**src/rtl/ibe_pkg.sv**
```systemverilog
`timescale 1ns / 1ps
`default_nettype none
// ----------------------------------------------------------------------------
// ibe_pkg
// Shared types, sizes and opcode constants of the instruction byte encoder.
// ----------------------------------------------------------------------------
package ibe_pkg;

    localparam int BUFFER_BYTES = 8192;
    localparam int POS_W        = $clog2(BUFFER_BYTES + 1);
    localparam int OFFSET_W     = 13;
    localparam int MAX_BYTES    = 6;
    localparam int CNT_W        = $clog2(MAX_BYTES + 1);
    localparam int IDX_W        = $clog2(MAX_BYTES);
    localparam int QUEUE_DEPTH  = 4;
    localparam int QPTR_W       = $clog2(QUEUE_DEPTH);
    localparam int QCNT_W       = $clog2(QUEUE_DEPTH + 1);

    typedef enum logic [3:0] {
        MODE_NONE  = 4'd0,
        MODE_MOVRR = 4'd1,
        MODE_MOVRI = 4'd2,
        MODE_ADDRR = 4'd3,
        MODE_CMPRR = 4'd4,
        MODE_ADDRI = 4'd5,
        MODE_CMPRI = 4'd6,
        MODE_INC   = 4'd7,
        MODE_JMP   = 4'd8,
        MODE_CALL  = 4'd9,
        MODE_JE    = 4'd10,
        MODE_RET   = 4'd11,
        MODE_PUSH  = 4'd12,
        MODE_POP   = 4'd13,
        MODE_NOP   = 4'd14,
        MODE_CLEAR = 4'd15
    } t_mode;

    localparam logic [7:0] OP_MOV_RR  = 8'h89;
    localparam logic [7:0] OP_MOV_RI  = 8'hB8;
    localparam logic [7:0] OP_ADD_RR  = 8'h01;
    localparam logic [7:0] OP_CMP_RR  = 8'h39;
    localparam logic [7:0] OP_ALU_RI  = 8'h81;
    localparam logic [7:0] OP_INC     = 8'h40;
    localparam logic [7:0] OP_JMP     = 8'hE9;
    localparam logic [7:0] OP_CALL    = 8'hE8;
    localparam logic [7:0] OP_TWO     = 8'h0F;
    localparam logic [7:0] OP_JE      = 8'h84;
    localparam logic [7:0] OP_RET     = 8'hC3;
    localparam logic [7:0] OP_PUSH    = 8'h50;
    localparam logic [7:0] OP_POP     = 8'h58;
    localparam logic [7:0] OP_NOP     = 8'h90;
    localparam logic [1:0] MODRM_REG  = 2'b11;
    localparam logic [2:0] EXT_ADD    = 3'd0;
    localparam logic [2:0] EXT_CMP    = 3'd7;
    localparam logic [31:0] LEN_REL   = 32'd5;
    localparam logic [31:0] LEN_JE    = 32'd6;

    // one classified instruction: bytes in emission order
    typedef struct packed {
        logic                          clear;
        logic [CNT_W-1:0]              count;
        logic [MAX_BYTES-1:0][7:0]     bytes;
    } t_desc;

endpackage
`default_nettype wire

```
**src/rtl/ibe_front.sv**
```systemverilog
`timescale 1ns / 1ps
`default_nettype none
// ----------------------------------------------------------------------------
// ibe_front
// Classifies one decoded instruction into its byte string and length.
// ----------------------------------------------------------------------------
module ibe_front (
    input  wire logic [3:0]   i_mode,
    input  wire logic [2:0]   i_dest_reg,
    input  wire logic [2:0]   i_src_reg,
    input  wire logic [31:0]  i_immediate,
    input  wire logic [31:0]  i_here_address,
    input  wire logic [31:0]  i_target_address,
    input  wire logic         i_target_found,
    output ibe_pkg::t_desc    o_desc,
    output logic              o_keep
);
    import ibe_pkg::*;

    logic [31:0] rel;
    logic [7:0]  modrm_rr;
    logic [7:0]  modrm_ri;
    t_mode       mode;

    assign mode     = t_mode'(i_mode);
    assign rel      = i_target_address - i_here_address -
                      ((mode == MODE_JE) ? LEN_JE : LEN_REL);
    assign modrm_rr = {MODRM_REG, i_src_reg, i_dest_reg};
    assign modrm_ri = {MODRM_REG, (mode == MODE_ADDRI) ? EXT_ADD : EXT_CMP, i_dest_reg};

    always_comb begin
        o_desc.clear = 1'b0;
        o_desc.count = '0;
        o_desc.bytes = '0;
        case (mode)
            MODE_MOVRR, MODE_ADDRR, MODE_CMPRR: begin
                o_desc.bytes[0] = (mode == MODE_MOVRR) ? OP_MOV_RR :
                                  (mode == MODE_ADDRR) ? OP_ADD_RR : OP_CMP_RR;
                o_desc.bytes[1] = modrm_rr;
                o_desc.count    = CNT_W'(2);
            end
            MODE_MOVRI: begin
                o_desc.bytes[0] = OP_MOV_RI | {5'd0, i_dest_reg};
                o_desc.bytes[1] = i_immediate[7:0];
                o_desc.bytes[2] = i_immediate[15:8];
                o_desc.bytes[3] = i_immediate[23:16];
                o_desc.bytes[4] = i_immediate[31:24];
                o_desc.count    = CNT_W'(5);
            end
            MODE_ADDRI, MODE_CMPRI: begin
                o_desc.bytes[0] = OP_ALU_RI;
                o_desc.bytes[1] = modrm_ri;
                o_desc.bytes[2] = i_immediate[7:0];
                o_desc.bytes[3] = i_immediate[15:8];
                o_desc.bytes[4] = i_immediate[23:16];
                o_desc.bytes[5] = i_immediate[31:24];
                o_desc.count    = CNT_W'(6);
            end
            MODE_INC:  begin
                o_desc.bytes[0] = OP_INC | {5'd0, i_dest_reg};
                o_desc.count    = CNT_W'(1);
            end
            MODE_JMP, MODE_CALL: begin
                if (i_target_found) begin
                    o_desc.bytes[0] = (mode == MODE_JMP) ? OP_JMP : OP_CALL;
                    o_desc.bytes[1] = rel[7:0];
                    o_desc.bytes[2] = rel[15:8];
                    o_desc.bytes[3] = rel[23:16];
                    o_desc.bytes[4] = rel[31:24];
                    o_desc.count    = CNT_W'(5);
                end
            end
            MODE_JE: begin
                if (i_target_found) begin
                    o_desc.bytes[0] = OP_TWO;
                    o_desc.bytes[1] = OP_JE;
                    o_desc.bytes[2] = rel[7:0];
                    o_desc.bytes[3] = rel[15:8];
                    o_desc.bytes[4] = rel[23:16];
                    o_desc.bytes[5] = rel[31:24];
                    o_desc.count    = CNT_W'(6);
                end
            end
            MODE_RET: begin
                o_desc.bytes[0] = OP_RET;
                o_desc.count    = CNT_W'(1);
            end
            MODE_PUSH: begin
                o_desc.bytes[0] = OP_PUSH | {5'd0, i_dest_reg};
                o_desc.count    = CNT_W'(1);
            end
            MODE_POP: begin
                o_desc.bytes[0] = OP_POP | {5'd0, i_dest_reg};
                o_desc.count    = CNT_W'(1);
            end
            MODE_NOP: begin
                o_desc.bytes[0] = OP_NOP;
                o_desc.count    = CNT_W'(1);
            end
            MODE_CLEAR: begin
                o_desc.clear = 1'b1;
            end
            default: begin
                o_desc.clear = 1'b0;
            end
        endcase
    end

    // items that neither emit nor clear never enter the queue
    assign o_keep = o_desc.clear || (o_desc.count != '0);

endmodule
`default_nettype wire

```
**src/rtl/ibe_queue.sv**
```systemverilog
`timescale 1ns / 1ps
`default_nettype none
// ----------------------------------------------------------------------------
// ibe_queue
// Short descriptor queue between the classifier and the byte sequencer.
// ----------------------------------------------------------------------------
module ibe_queue (
    input  wire logic            i_clk,
    input  wire logic            i_rst_n,
    input  wire logic            i_wr,
    input  wire ibe_pkg::t_desc  i_desc,
    input  wire logic            i_rd,
    output logic                 o_full,
    output logic                 o_valid,
    output ibe_pkg::t_desc       o_desc
);
    import ibe_pkg::*;

    t_desc              r_mem [QUEUE_DEPTH];
    logic [QPTR_W-1:0]  r_wp;
    logic [QPTR_W-1:0]  r_rp;
    logic [QCNT_W-1:0]  r_cnt;
    logic [QPTR_W-1:0]  n_wp;
    logic [QPTR_W-1:0]  n_rp;
    logic [QCNT_W-1:0]  n_cnt;
    logic               do_wr;
    logic               do_rd;

    assign o_full  = (r_cnt == QCNT_W'(QUEUE_DEPTH));
    assign o_valid = (r_cnt != '0);
    assign o_desc  = r_mem[r_rp];
    assign do_wr   = i_wr && !o_full;
    assign do_rd   = i_rd && o_valid;

    always_comb begin
        n_wp  = do_wr ? QPTR_W'(r_wp + 1'b1) : r_wp;
        n_rp  = do_rd ? QPTR_W'(r_rp + 1'b1) : r_rp;
        n_cnt = r_cnt;
        if (do_wr && !do_rd) begin
            n_cnt = r_cnt + 1'b1;
        end else if (do_rd && !do_wr) begin
            n_cnt = r_cnt - 1'b1;
        end
    end

    always_ff @(posedge i_clk) begin
        if (!i_rst_n) begin
            r_wp  <= '0;
            r_rp  <= '0;
            r_cnt <= '0;
        end else begin
            r_wp  <= n_wp;
            r_rp  <= n_rp;
            r_cnt <= n_cnt;
        end
    end

    always_ff @(posedge i_clk) begin
        if (do_wr) begin
            r_mem[r_wp] <= i_desc;
        end
    end

    a_cnt_bound: assert property (@(posedge i_clk) disable iff (!i_rst_n)
        r_cnt <= QCNT_W'(QUEUE_DEPTH)) else $error("queue count overflow");
    a_ptr_gap: assert property (@(posedge i_clk) disable iff (!i_rst_n)
        (r_cnt != '0 && r_cnt != QCNT_W'(QUEUE_DEPTH)) |-> (r_wp != r_rp))
        else $error("queue pointers disagree with count");
    a_no_wr_full: assert property (@(posedge i_clk) disable iff (!i_rst_n)
        !(i_wr && o_full)) else $error("write into full queue");

endmodule
`default_nettype wire

```
**src/rtl/ibe_back.sv**
```systemverilog
`timescale 1ns / 1ps
`default_nettype none
// ----------------------------------------------------------------------------
// ibe_back
// Byte sequencer: walks one descriptor a byte per cycle while the result slot
// is free, tracks the buffer write position and drives the result register.
// ----------------------------------------------------------------------------
module ibe_back (
    input  wire logic                   i_clk,
    input  wire logic                   i_rst_n,
    input  wire logic                   i_q_valid,
    input  wire ibe_pkg::t_desc         i_q_desc,
    output logic                        o_q_rd,
    input  wire logic                   i_pop,
    output logic                        o_empty,
    output logic [7:0]                  o_code_byte,
    output logic [ibe_pkg::OFFSET_W-1:0] o_byte_offset,
    output logic                        o_last_byte
);
    import ibe_pkg::*;

    logic                       r_busy;
    logic [CNT_W-1:0]           r_cnt;
    logic [IDX_W-1:0]           r_idx;
    logic [MAX_BYTES-1:0][7:0]  r_bytes;
    logic [POS_W-1:0]           r_pos;
    logic                       r_out_valid;
    logic [7:0]                 r_out_byte;
    logic [OFFSET_W-1:0]        r_out_off;
    logic                       r_out_last;

    logic                       n_busy;
    logic [CNT_W-1:0]           n_cnt;
    logic [IDX_W-1:0]           n_idx;
    logic [MAX_BYTES-1:0][7:0]  n_bytes;
    logic [POS_W-1:0]           n_pos;
    logic                       n_out_valid;

    logic slot_free;
    logic pos_full;
    logic at_cap;
    logic is_last;
    logic emit;
    logic finish;
    logic take;

    assign slot_free = !r_out_valid || i_pop;
    assign pos_full  = (r_pos >= POS_W'(BUFFER_BYTES));
    assign at_cap    = (r_pos == POS_W'(BUFFER_BYTES - 1));
    assign is_last   = (CNT_W'(r_idx) == CNT_W'(r_cnt - 1'b1));
    assign emit      = r_busy && !pos_full && slot_free;
    // stored byte that fills the buffer ends the item as well
    assign finish    = r_busy && (pos_full || (emit && (is_last || at_cap)));
    assign take      = i_q_valid && (!r_busy || finish);
    assign o_q_rd    = take;

    always_comb begin
        n_busy  = r_busy;
        n_cnt   = r_cnt;
        n_idx   = r_idx;
        n_bytes = r_bytes;
        n_pos   = r_pos;
        if (emit) begin
            n_pos = r_pos + 1'b1;
            n_idx = r_idx + 1'b1;
        end
        if (finish) begin
            n_busy = 1'b0;
        end
        if (take) begin
            n_busy  = !i_q_desc.clear;
            n_cnt   = i_q_desc.count;
            n_idx   = '0;
            n_bytes = i_q_desc.bytes;
            if (i_q_desc.clear) begin
                n_pos = '0;
            end
        end
    end

    always_comb begin
        n_out_valid = r_out_valid;
        if (emit) begin
            n_out_valid = 1'b1;
        end else if (i_pop) begin
            n_out_valid = 1'b0;
        end
    end

    always_ff @(posedge i_clk) begin
        if (!i_rst_n) begin
            r_busy      <= 1'b0;
            r_pos       <= '0;
            r_out_valid <= 1'b0;
            r_cnt       <= '0;
            r_idx       <= '0;
        end else begin
            r_busy      <= n_busy;
            r_pos       <= n_pos;
            r_out_valid <= n_out_valid;
            r_cnt       <= n_cnt;
            r_idx       <= n_idx;
        end
    end

    always_ff @(posedge i_clk) begin
        r_bytes <= n_bytes;
        if (emit) begin
            r_out_byte <= r_bytes[r_idx];
            r_out_off  <= OFFSET_W'(r_pos);
            r_out_last <= is_last || at_cap;
        end
    end

    assign o_empty       = !r_out_valid;
    assign o_code_byte   = r_out_byte;
    assign o_byte_offset = r_out_off;
    assign o_last_byte   = r_out_last;

    a_pos_bound: assert property (@(posedge i_clk) disable iff (!i_rst_n)
        r_pos <= POS_W'(BUFFER_BYTES)) else $error("write position past capacity");
    a_busy_cnt: assert property (@(posedge i_clk) disable iff (!i_rst_n)
        r_busy |-> (r_cnt != '0 && CNT_W'(r_idx) < r_cnt))
        else $error("sequencer index out of range");
    a_emit_step: assert property (@(posedge i_clk) disable iff (!i_rst_n)
        (emit && !(take && i_q_desc.clear)) |=> (r_pos == $past(r_pos) + 1'b1))
        else $error("position not advanced on emitted byte");
    a_clear_pos: assert property (@(posedge i_clk) disable iff (!i_rst_n)
        (take && i_q_desc.clear) |=> (r_pos == '0 && !r_busy))
        else $error("clear did not reset position");

endmodule
`default_nettype wire

```
**src/rtl/ia32_instruction_byte_encoder_unit.sv**
```systemverilog
`timescale 1ns / 1ps
`default_nettype none
// ----------------------------------------------------------------------------
// ia32_instruction_byte_encoder_unit
// Turns decoded IA-32 instructions into machine code bytes with buffer offsets.
// ----------------------------------------------------------------------------
// channel   direction  handshake            payload
// input     in         i_push / o_full      mode, regs, immediate, addresses
// result    out        o_empty / i_pop      code byte, byte offset, last flag
//
// an instruction of n bytes (1 to 6) is walked by the byte sequencer one byte
// per cycle into the result register while the result slot is free; a clear
// resets the write position; once the buffer fills, only the stored bytes are
// emitted
// the classifier accepts one item per cycle while the 4-entry queue has room;
// items that neither emit bytes nor clear never enter the queue
// reset is synchronous and clears the position, the queue and the result
// a held result stalls the sequencer, which backs up through the queue to full
// ----------------------------------------------------------------------------
module ia32_instruction_byte_encoder_unit (
    input  wire logic                    i_clk,
    input  wire logic                    i_rst_n,
    input  wire logic                    i_push,
    output logic                         o_full,
    input  wire logic [3:0]              i_mode,
    input  wire logic [2:0]              i_dest_reg,
    input  wire logic [2:0]              i_src_reg,
    input  wire logic signed [31:0]      i_immediate,
    input  wire logic [31:0]             i_here_address,
    input  wire logic [31:0]             i_target_address,
    input  wire logic                    i_target_found,
    output logic                         o_empty,
    input  wire logic                    i_pop,
    output logic [7:0]                   o_code_byte,
    output logic [ibe_pkg::OFFSET_W-1:0] o_byte_offset,
    output logic                         o_last_byte
);
    import ibe_pkg::*;

    t_desc front_desc;
    t_desc q_desc;
    logic  front_keep;
    logic  q_full;
    logic  q_valid;
    logic  q_rd;

    ibe_front u_front (
        .i_mode           (i_mode),
        .i_dest_reg       (i_dest_reg),
        .i_src_reg        (i_src_reg),
        .i_immediate      (i_immediate),
        .i_here_address   (i_here_address),
        .i_target_address (i_target_address),
        .i_target_found   (i_target_found),
        .o_desc           (front_desc),
        .o_keep           (front_keep)
    );

    ibe_queue u_queue (
        .i_clk   (i_clk),
        .i_rst_n (i_rst_n),
        .i_wr    (i_push && !q_full && front_keep),
        .i_desc  (front_desc),
        .i_rd    (q_rd),
        .o_full  (q_full),
        .o_valid (q_valid),
        .o_desc  (q_desc)
    );

    ibe_back u_back (
        .i_clk         (i_clk),
        .i_rst_n       (i_rst_n),
        .i_q_valid     (q_valid),
        .i_q_desc      (q_desc),
        .o_q_rd        (q_rd),
        .i_pop         (i_pop),
        .o_empty       (o_empty),
        .o_code_byte   (o_code_byte),
        .o_byte_offset (o_byte_offset),
        .o_last_byte   (o_last_byte)
    );

    assign o_full = q_full;

endmodule
`default_nettype wire
```
**config.mk**
```make
export PLATFORM = sky130hd
export DESIGN_NAME = ia32_instruction_byte_encoder_unit
export DESIGN_NICKNAME = d
export VERILOG_FILES = /design/src/rtl/ibe_pkg.sv /design/src/rtl/ibe_front.sv /design/src/rtl/ibe_queue.sv /design/src/rtl/ibe_back.sv /design/src/rtl/ia32_instruction_byte_encoder_unit.sv
export SDC_FILE = /design/constraint.sdc
export NUM_CORES = 1
export LEC_CHECK = 0
export BUFFER_PORTS_ARGS = -buffer_cell sky130_fd_sc_hd__buf_2
export CAP_MARGIN = 20
export CORE_MARGIN = 3
export CORE_UTILIZATION = 54
export DETAILED_ROUTE_END_ITERATION = 16
export GPL_TIMING_DRIVEN = 0
export PLACE_DENSITY = 0.76
export SLEW_MARGIN = 20
export SYNTH_ARGS = -nofsm -noshare
export SYNTH_HDL_FRONTEND = slang
export SYNTH_SLANG_ARGS = --single-unit
```
**constraint.sdc**
```tcl
create_clock -name i_clk -period 4.9 [get_ports i_clk]
set_clock_uncertainty 0.15 [all_clocks]
set_input_delay 0.735 -clock i_clk [delete_from_list [all_inputs] [get_ports i_clk]]
set_output_delay 0.735 -clock i_clk [all_outputs]
set_load 0.03 [all_outputs]
```
* Yosys cells after proc, flatten, opt, wreduce, memory -nomap -nowiden
Memories as Yosys holds them, arrays and structs flattened. A register that Yosys moved wholly into a read port is not among the register bits.
Cells that the tools add are included.
** Word-level totals
- Flip-flop bits (word level) :: 99
- Output and inout bits :: 24
- Logic and storage cells :: 110
- Memory bits (writable) :: 208
- Memories :: 1
** Memory list
- u_queue.r_mem :: depth 4, bits a word 52, read ports 1, clocked after memory_dff 1, write ports 1, line ibe_queue.sv:19 : t_desc r_mem [QUEUE_DEPTH];
** Cells by class
- Reductions and logical operators :: 33
- Mux-type cells :: 29
- Bitwise gates (word level) :: 1
- Add/sub/neg operators :: 9
- Order comparisons :: 2
- Eq/ne operators :: 18
** Operator list (count)
- $pmux W24 S4 :: 1
- $pmux W8 S10 :: 1
- $sub A32 B32 Y32 :: 2
- $mux W51 :: 1
- $mux W14 :: 3
- $mux W40 :: 1
- $pmux W8 S5 :: 1
- $eq A4 B4 Y1 const B :: 8
- $bmux W8 S3 :: 1
- $pmux W3 S6 :: 1
- $eq A4 B3 Y1 const B :: 4
- $mux W8 :: 2
- $pmux W8 S2 :: 1
- $add A14 B1 Y14 const B :: 1
- $eq A14 B13 Y1 const B :: 1
- $ge A14 B14 Y1 const B :: 1
- $mux W3 :: 4
- $logic_and A1 B1 Y1 :: 11
- $eq A4 B2 Y1 const B :: 2
- $mux W1 :: 8
- $logic_not A1 Y1 :: 7
- $add A3 B1 Y3 const B :: 2
- $mux W2 :: 3
- $mux W6 :: 1
- 13 further kinds :: 24

* Depth between registers and ports, before layout
Gate-level depths: netlist of run 1.
- Depth in word-level cells :: 13
- Depth in mapped cells :: 18
- Depth with buffers taken out :: 16

* Hierarchy
A second synthesis of run 1 with hierarchy kept.
** Second synthesis, totals
- Cell total of the unflattened synthesis :: 1086
- Area, all modules :: 15179.6 µm²
** By module, submodules not included
- ibe_queue :: cells an instance 320, area an instance 8041.5 µm², instances 1
- ibe_back :: cells an instance 247, area an instance 3733.6 µm², instances 1
- ibe_front :: cells an instance 518, area an instance 3395.8 µm², instances 1
- ia32_instruction_byte_encoder_unit :: cells an instance 1, area an instance 8.8 µm², instances 1

* Worst setup path before layout of run 1
OpenSTA, ideal clock, no wires.
- Path type :: register to register
- From :: register u_back.r_cnt[0]
- To :: register u_queue.r_cnt[2]
- Cell stages (with the launch flop) :: 14
- Data required time :: 4.674 ns
- Arrival :: 4.872 ns
- Clock period less this slack :: 5.097 ns
- Path slack :: -0.197 ns
- Path through :: dfxtp_1 inv_1 ha_1 xnor2_1 o32ai_1 a21oi_1 nor2_1 inv_1 ha_1 inv_1 fa_1 xor2_1 or3_1 a21boi_0
** On the way
- Word-level cells in the longest chain between the ends :: 12
- Elaborated cells on any way between the ends :: 14
- Classes of those cells :: 1 x add/sub; 1 x eq/ne; 1 x mux; 11 x reduce/logical
** Ends and longest elaborated chain
- start, declared :: line ibe_back.sv:23 : logic [CNT_W-1:0] r_cnt;
- start signal, assigned :: line ibe_back.sv:101 : r_cnt <= n_cnt;
- $sub A3 B1 Y3 * :: line ibe_back.sv:50 : assign is_last = (CNT_W'(r_idx) == CNT_W'(r_cnt - 1'b1));
- $eq A3 B3 Y1 * :: line ibe_back.sv:50
- $logic_or A1 B1 Y1 * :: line ibe_back.sv:53 : assign finish = r_busy && (pos_full || (emit && (is_last || at_cap)));
- $logic_and A1 B1 Y1 * :: line ibe_back.sv:53
- $logic_or A1 B1 Y1 * :: line ibe_back.sv:53
- $logic_and A1 B1 Y1 * :: line ibe_back.sv:53
- $logic_or A1 B1 Y1 * :: line ibe_back.sv:54 : assign take = i_q_valid && (!r_busy || finish);
- $logic_and A1 B1 Y1 * :: line ibe_back.sv:54
- $logic_and A1 B1 Y1 * :: line ibe_queue.sv:33 : assign do_rd = i_rd && o_valid;
- $logic_not A1 Y1 :: line ibe_queue.sv:39 : if (do_wr && !do_rd) begin
- $logic_and A1 B1 Y1 :: line ibe_queue.sv:39
- $mux W3 / $reduce_bool A2 Y1 (equally long branches)
- end signal, assigned :: line ibe_queue.sv:54 : r_cnt <= n_cnt;
- end, declared :: line ibe_queue.sv:22 : logic [QCNT_W-1:0] r_cnt;
Every way passes the cells marked *; elsewhere a longest branch is shown, timed or not.
A chain may end at the register's enable or synchronous reset.

==> metrics.yaml, run 1 <==
dieArea_um2: 29400
final_cell_area_um2: 17000
nets: 1408
pwr-share-clk_pct: 27.4
insertedDiodeCount: 0
clock_sinks: 309
cts-root-buf: "clkbuf_16"
yosysWarnings: 0
portBuffers: 131
grt_pass1_vias: 9229
wl_per_cell_um: 20.4
power.net_switching_uw: 2270
power_leakage_uw: 0.00637
syn_area_um2: 14800
cts.clk_slew.worst_paths_ns: 0.06
grt_pass1_wl_mm: 50.5
track_usage_pct: 22.3
insertion_delay_ns: 0.53
yosys.area.top_type: "edfxtp_1"
synthFlopType: "edfxtp_1"
cts_buffers: 28
synth.area.top_cells: "edfxtp_1 56%, mux4_2 9.1%, ha_1 6.1%"
synth_edf_count: 278
postCtsSetupBuffers: 0
synth_nets: 1240
placed_cell_area_um2: 16000
combPwrFrac_pct: 26.7
powerDensity_nw_per_um2: 465
fin_crit_ns: 4.56
rrSetupSlack_ns: 1.68
fp.dieH_um: 172
required_ns: 4.96
crit_path_start_kind: "primary input"
fin_cells: 1578
internal_power_uw: 5620
dp.cells: 1527
cts-htree-levels: 1
syn2layout_area_growth_pct: 14.8
std_cell_rows: 59
firstDrtPassIters: 6
ios: 135
timing.hold.ws_ns: 0.330
grt_start_max_net_pins: 32
core-area_um2: 26500
worstMarginPinSlew_ns: 0.999
drc: 0
slew-limit-headroom_pct: 33.4
clk_path_buf_depth: 3
initial_core_util_pct: 55.8
vias: 9355
yosysTopAreaCellShare_pct: 56.4
cts_tree: "done"
fp.dieW_um: 172
swShare_pct: 28.8
drive_gt1_share_pct: 21.3
path_class: "primary input to register"
hpwl_mm: 22.9
ys_ff_latch: 309
finalCritPeriodShare_pct: 93.0
cp_max_fo: 10
syn_area_per_cell_um2: 14.0
maxSlewViolCount: 0
max_freq_mhz: 220
synthArstFlopShare_pct: 0
rsz0062_at_grt: "no"
synth_cell_types: 63
finalHoldViolations: 0
cp-end-kind: "register"
final-setup-viol-count: 0
utilization_pct: 64.1
status: "finished, final reports clean"
ant_nets: 0
max_cap_violations: 0
netlist_instances: 1055
first_iter_violations: 825
power_frac_seq_pct: 45.9
finalPower_uw: 7890
ir_drop_v: 0.000274
via_per_inst: 5.93
antenna_found_initial: 0
grt_overflow: 0
wl_mm: 32.2
hold_path.class: "register to register"
gp_congestion: 0.853
arrival_ns: 4.61
seq_area_frac_synth_pct: 60.6
what timing repair did:
item                       in CTS  in global routing
hold buffers                    0                  0
resized for setup               0                  9
setup endpoints to repair       0                 24
cells in the mapped netlist (7+ instances only):
master / n
nand2b_1: 10
nand2_1: 43
inv_1: 114
o21ai_0: 36
nor3_1: 7
a21oi_1: 44
xnor2_1: 32
a31oi_1: 7
nand3_1: 13
mux4_2: 60
clkbuf_1: 31
dfxtp_1: 31
edfxtp_1: 278
xor2_1: 24
and2_1: 15
nor2b_1: 19
nor2_1: 39
a22oi_1: 19
buf_1: 7
o22ai_1: 11
ha_1: 72
o21ai_1: 7
mux2i_1: 14
a21o_1: 14
o221ai_1: 17
per-stage QoR:
step	worst slack, ns	TNS, ns
after floorplan	0.354	0
after global placement	-0.785	-167.71
after detailed placement	-0.422	-12.74
after CTS	0.111	0
after global routing	0.0774	0
final	0.344	0
final timing paths:
| check | start | to | cells after the start |
|---|---|---|---|
| worst min register to register | u_back.r_pos[10]$_SDFF_PN0_ | u_back.o_byte_offset[10]$_DFFE_PN_ | 0 |
| worst min-delay path | u_back.r_pos[10]$_SDFF_PN0_ | u_back.o_byte_offset[10]$_DFFE_PN_ | 0 |
| worst max-delay path | i_mode[2] | u_queue.r_mem[0][38]$_DFFE_PP_ | 17 |
| worst max register to register | u_back.r_cnt[0]$_SDFFE_PN0N_ | u_queue.r_cnt[2]$_SDFFE_PN0P_ | 13 |
worst max-delay path, cell delays in order:
cell and delay, ns:
buf_2 0.16, nor2b_1 0.13, buf_2 0.21, nand3b_4 0.17
inv_2 0.17, xnor2_1 0.08, ha_1 0.17, o21bai_1 0.18
fa_1 0.45, a211oi_2 0.28, o21bai_1 0.11, a21o_1 0.24
a221o_1 0.39, a21o_1 0.25, a211o_1 0.32, xnor2_1 0.32
o221ai_2 0.25
cells by family (layout without fill, tap and decap cells):
logic type	count (synthesis)	in the layout	synth area share, %
xor gates and xnor gates	56	56	3.31
and+or+nand+nor	178	178	6.18
AOI/OAI and AO/OA	204	204	9.30
DFF	309	309	60.6
buffers and inverters	159	347	4.08
muxes	75	75	10.2
adders and majority gates	74	74	6.36
power by group through the flow:
stage	registers (uW)	clock network (uW)	logic [uW]
floorplan	3710	0	1360
global placement	3670	0	1960
detailed placement	3670	0	2080
CTS	3630	2180	2110
global route	3660	2300	2310
finish	3620	2160	2110
area by class of cell:
| cell class | instances | area [um^2] |
|---|---|---|
| Timing Repair Buffer | 138 | 795 |
| Inverter | 115 | 432 |
| Multi-Input combinational cell | 587 | 5280 |
| Clock buffer | 33 | 741 |
| Tap cell | 335 | 419 |
| Fill cell | 1932 | 9520 |
| Sequential cell | 309 | 8970 |
| Clock inverter | 17 | 178 |
| Buffer | 44 | 174 |
layout by cell type, fill, tap and decap left out, drive strengths merged, types with 15 or more instances in the layout:
master	count
a22oi	19
dfxtp	31
o21ai	43
buf	151
inv	115
clkbuf	64
ha	72
nand2	43
nor2b	19
a21oi	44
mux4	60
nor2	39
edfxtp	278
o221ai	18
and2	15
xnor2	32
xor2	24
routing by layer:
| layer | track usage [%] | part of all wire (%) | vias to the layer above |
|---|---|---|---|
| li1 | - | - | 4317 |
| met1 | 31.4 | 42 | 4452 |
| met2 | 36.6 | 47 | 490 |
| met3 | 3.10 | 8.1 | 96 |
| met4 | 6.68 | 3.2 | 0 |
| met5 | 0 | 0 | - |
state kept, by name, indices dropped and copies added, names as in the netlist, named ones only:
signal,flops
u_back.r_pos,14
u_back.r_idx,3
u_back.r_bytes,48
u_queue.r_rp,2
u_queue.r_mem,208
u_back.o_last_byte,1
u_back.r_cnt,3
u_back.r_out_valid,1
u_back.r_busy,1
u_queue.r_wp,2
u_back.o_code_byte,8
u_back.o_byte_offset,13
u_queue.r_cnt,3
Power figures use the tool's default switching activity.
==> inputs of run 2 (changes only) <==
--- a/config.mk
+++ b/config.mk
@@ -5,13 +5,14 @@
 export SDC_FILE = /design/constraint.sdc
 export NUM_CORES = 1
 export LEC_CHECK = 0
+export ABC_AREA = 1
 export BUFFER_PORTS_ARGS = -buffer_cell sky130_fd_sc_hd__buf_2
 export CAP_MARGIN = 20
 export CORE_MARGIN = 3
-export CORE_UTILIZATION = 54
+export CORE_UTILIZATION = 55
 export DETAILED_ROUTE_END_ITERATION = 16
 export GPL_TIMING_DRIVEN = 0
-export PLACE_DENSITY = 0.76
+export PLACE_DENSITY = 0.77
 export SLEW_MARGIN = 20
 export SYNTH_ARGS = -nofsm -noshare
 export SYNTH_HDL_FRONTEND = slang
==> metrics.yaml, run 2 <==
ant_nets: 0  # unchanged
powerDensity_nw_per_um2: 487  # +4.7%
rsz0062_at_grt: "no"
hpwl_mm: 32.6  # +42%
required_ns: 5.01  # +0.05 ns
regToRegEndpoint: "u_queue.r_cnt[1]$_SDFFE_PN0P_"
synth_cell_types: 43  # -32%
synthFlopType: "edfxtp_1"
drive_gt1_share_pct: 11.8  # -9.5 points
via_per_inst: 5.56  # -6.1%
cp.depth: 18  # +1
core-area_um2: 28200  # +6.6%
slew-limit-headroom_pct: 39.1  # +5.7 points
cts-root-buf: "clkbuf_16"
synthArstFlopShare_pct: 0  # unchanged
ir_drop_v: 0.000297  # +8.2%
synth.area.top_cells: "edfxtp_1 52%, nand2_1 8.1%, inv_1 6.1%"
worstMarginPinSlew_ns: 0.904  # -0.0945 ns
max_freq_mhz: 262  # +19%
netlist_instances: 1745  # +65%
yosysWarnings: 0  # unchanged
initial_core_util_pct: 56.9  # +1.0 points
cts.clk_slew.worst_paths_ns: 0.07  # about the same
arrival_ns: 3.93  # -0.68 ns
first_iter_violations: 1413  # +71%
insertion_delay_ns: 0.55  # +0.02 ns
fp.dieH_um: 177  # +3.1%
path_class: "primary input to register"
cts_tree: "done"
finalCritPeriodShare_pct: 78.0  # -15 points
fp.dieW_um: 177  # +3.1%
insertedDiodeCount: 0  # unchanged
ctsHoldBuffers: 0  # unchanged
post_cts_resize_count: 0  # unchanged
reg2reg_depth: 13  # unchanged
placed_cell_area_um2: 17500  # +9.2%
final_cell_area_um2: 18500  # +8.6%
most-common-layout-cells: "347 x nand2_1, 278 x edfxtp_1, 260 x inv_1, 228 x nor2_1, 152 x o21ai_0"
grt_start_max_net_pins: 31  # -3.1%
dieArea_um2: 31300  # +6.3%
n_fill_cell: 2235  # +16%
crit_buf_inv: 5  # +2
power_leakage_uw: 0.00798  # +25%
final-setup-viol-count: 0  # unchanged
wl_mm: 43.5  # +35%
hold_path.class: "register to register"
ios: 135  # unchanged
synth_nets: 1930  # +56%
wl_per_cell_um: 18.8  # -8.2%
yosysTopAreaCellShare_pct: 52.0  # -4.4 points
syn_area_um2: 16100  # +8.5%
vias: 12900  # +38%
crit_path_cell_trace: "buf_2, inv_1, nand2_2, nor2_8, clkbuf_1, ha_1, inv_1, ha_1, nand2_1, inv_1, nand2_1, nand2_1, nand3_1, nand3b_1, nand2_1, nand3_1, nand3_1, o21ai_0"
seq_area_frac_synth_pct: 55.9  # -4.7 points
gp_congestion: 0.962  # +13%
cts_buffers: 29  # +3.6%
r2r_start: "u_back.r_pos[0]$_SDFF_PN0_"
ys_ff_latch: 309  # unchanged
crit_path_max_incr_delay_ns: 0.58  # +0.13 ns
cp-end-kind: "register"
firstDrtPassIters: 7  # +1
rrSetupSlack_ns: 2.00  # +0.32 ns
clock_sinks: 309  # unchanged
top_register: "u_queue.r_mem"
antenna_found_initial: 0  # unchanged
cts-htree-levels: 1  # unchanged
final_common_cell: "nand2_1"
drc: 0  # unchanged
clk_path_buf_depth: 3  # unchanged
std_cell_rows: 61  # +3.4%
cpLargestDelayFamily: "simple AND/OR/NAND/NOR gates"
cpMaxStageDelayCell: "o21ai_0"
status: "finished, final reports clean"
finalHoldViolations: 0  # unchanged
yosysMostFrequentCell: "nand2_1"
worstSetupStartpoint: "i_mode[2]"
crit_path_end: "u_queue.r_mem[2][27]$_DFFE_PP_"
grt_overflow: 0  # unchanged
synth.top_cells.by_count: "347 x nand2_1, 278 x edfxtp_1, 260 x inv_1"
grt_pass1_wl_mm: 66.5  # +32%
maxSlewViolCount: 0  # unchanged
fin_crit_ns: 3.82  # -0.735 ns
yosys.area.top_type: "edfxtp_1"
synth_edf_count: 278  # unchanged
crit_path_start_kind: "primary input"
syn_area_per_cell_um2: 9.20  # -34%
syn2layout_area_growth_pct: 14.9
postCtsSetupBuffers: 0  # unchanged
largest_registers: "u_queue.r_mem: 208 flops, u_back.r_bytes: 48 flops, u_back.r_pos: 14 flops"
nets: 2104  # +49%
cp_max_fo: 10  # unchanged
timing.hold.ws_ns: 0.283  # -0.0478 ns
largest_reg_flops: 208  # unchanged
track_usage_pct: 27.6  # +5.3 points
max_cap_violations: 0  # unchanged
cpMostUsedCell: "nand2_1"
portBuffers: 133  # +1.5%
grt_pass1_vias: 12400  # +34%
==> run 2: changes by cell type in the layout (fill, tap and decap cells not counted), moves of 27 or more <==
cell	delta
inv_1	+146
mux4_2	-60
nand2_1	+304
nand3_1	+50
nand4_1	+28
nor2_1	+190
o21ai_0	+118
o22ai_1	+40
xnor2_1	-27
==> run 2: cell type report <==
| type | instances | area, um^2 | share of cell area, % |
|---|---|---|---|
| Buffer | 59 | 230 | 1.25 |
| Clock buffer | 35 | 748 | 4.05 |
| Clock inverter | 18 | 213 | 1.15 |
| Inverter | 269 | 1010 | 5.47 |
| Multi-Input combinational cell | 1108 | 5880 | 31.9 |
| Sequential cell | 309 | 8970 | 48.6 |
| Tap cell | 378 | 473 | 2.56 |
| Timing Repair Buffer | 143 | 926 | 5.02 |
==> run 2: worst register-to-register path, cell delays in order (launching register included) <==
cell     delay [ns]
dfxtp_1        0.39
ha_1           0.20
nand3_1        0.13
nor3_1         0.23
nand4_1        0.14
nand2_1        0.12
nand2_1        0.12
nand2_2        0.14
nand2_1        0.17
ha_1           0.25
inv_1          0.09
fa_1           0.43
o21ai_0        0.17
nor2_1         0.05
==> run 2: kinds of logic (layout without fill, tap and decap cells) <==
kind of cell / Yosys count / count (layout) / share of synthesized area, %
xor+xnor: 17 / 17 / 0.927
flops: 309 / 309 / 55.9
fa+ha+maj: 74 / 74 / 5.86
compound gates: 304 / 304 / 11.0
buf+inv: 328 / 524 / 7.72
simple gates: 713 / 713 / 18.6
==> run 2: per-stage QoR <==
stage	power [uW]	utilization [%]	setup WS [ns]	std cells	setup TNS, ns
after global routing	9390	65.3	0.870	2319	0
after CTS	8950	65.3	1.16	2319	0
after floorplan	5590	-	0.515	1745	0
after detailed placement	6700	61.9	0.614	2266	0
final	8980	65.3	1.08	2319	0
after global placement	6520	60.9	-1.69	2256	-330.26
==> run 2: worst min path at each step <==
stage | start | end | slack, ns | depth (start not counted)
final | u_back.r_pos[12]$_SDFF_PN0_ | u_back.o_byte_offset[12]$_DFFE_PN_ | 0.28 | 0
after CTS | u_back.r_pos[12]$_SDFF_PN0_ | u_back.o_byte_offset[12]$_DFFE_PN_ | 0.28 | 0
after floorplan | u_back.r_pos[12]$_SDFF_PN0_ | u_back.o_byte_offset[12]$_DFFE_PN_ | 0.26 | 0
after global placement | u_back.r_pos[12]$_SDFF_PN0_ | u_back.o_byte_offset[12]$_DFFE_PN_ | 0.27 | 0
after global routing | u_back.r_pos[12]$_SDFF_PN0_ | u_back.o_byte_offset[12]$_DFFE_PN_ | 0.30 | 0
after detailed placement | u_back.r_pos[12]$_SDFF_PN0_ | u_back.o_byte_offset[12]$_DFFE_PN_ | 0.27 | 0
==> run 2: where the power goes <==
part           switching (uW)  internal [uW]  leakage, uW
combinational            2090            872      0.00466
sequential                192           3560      0.00285
clock                     959           1310     0.000469
==> run 2: layer usage <==
| metal | wire length (um) | vias to the layer above | track usage [%] |
|---|---|---|---|
| met5 | 0 | - | 0 |
| met2 | 21700 | 566 | 49.1 |
| met4 | 1700 | 0 | 10.5 |
| met1 | 17200 | 5992 | 35.0 |
| li1 | - | 6232 | - |
| met3 | 2870 | 114 | 2.60 |
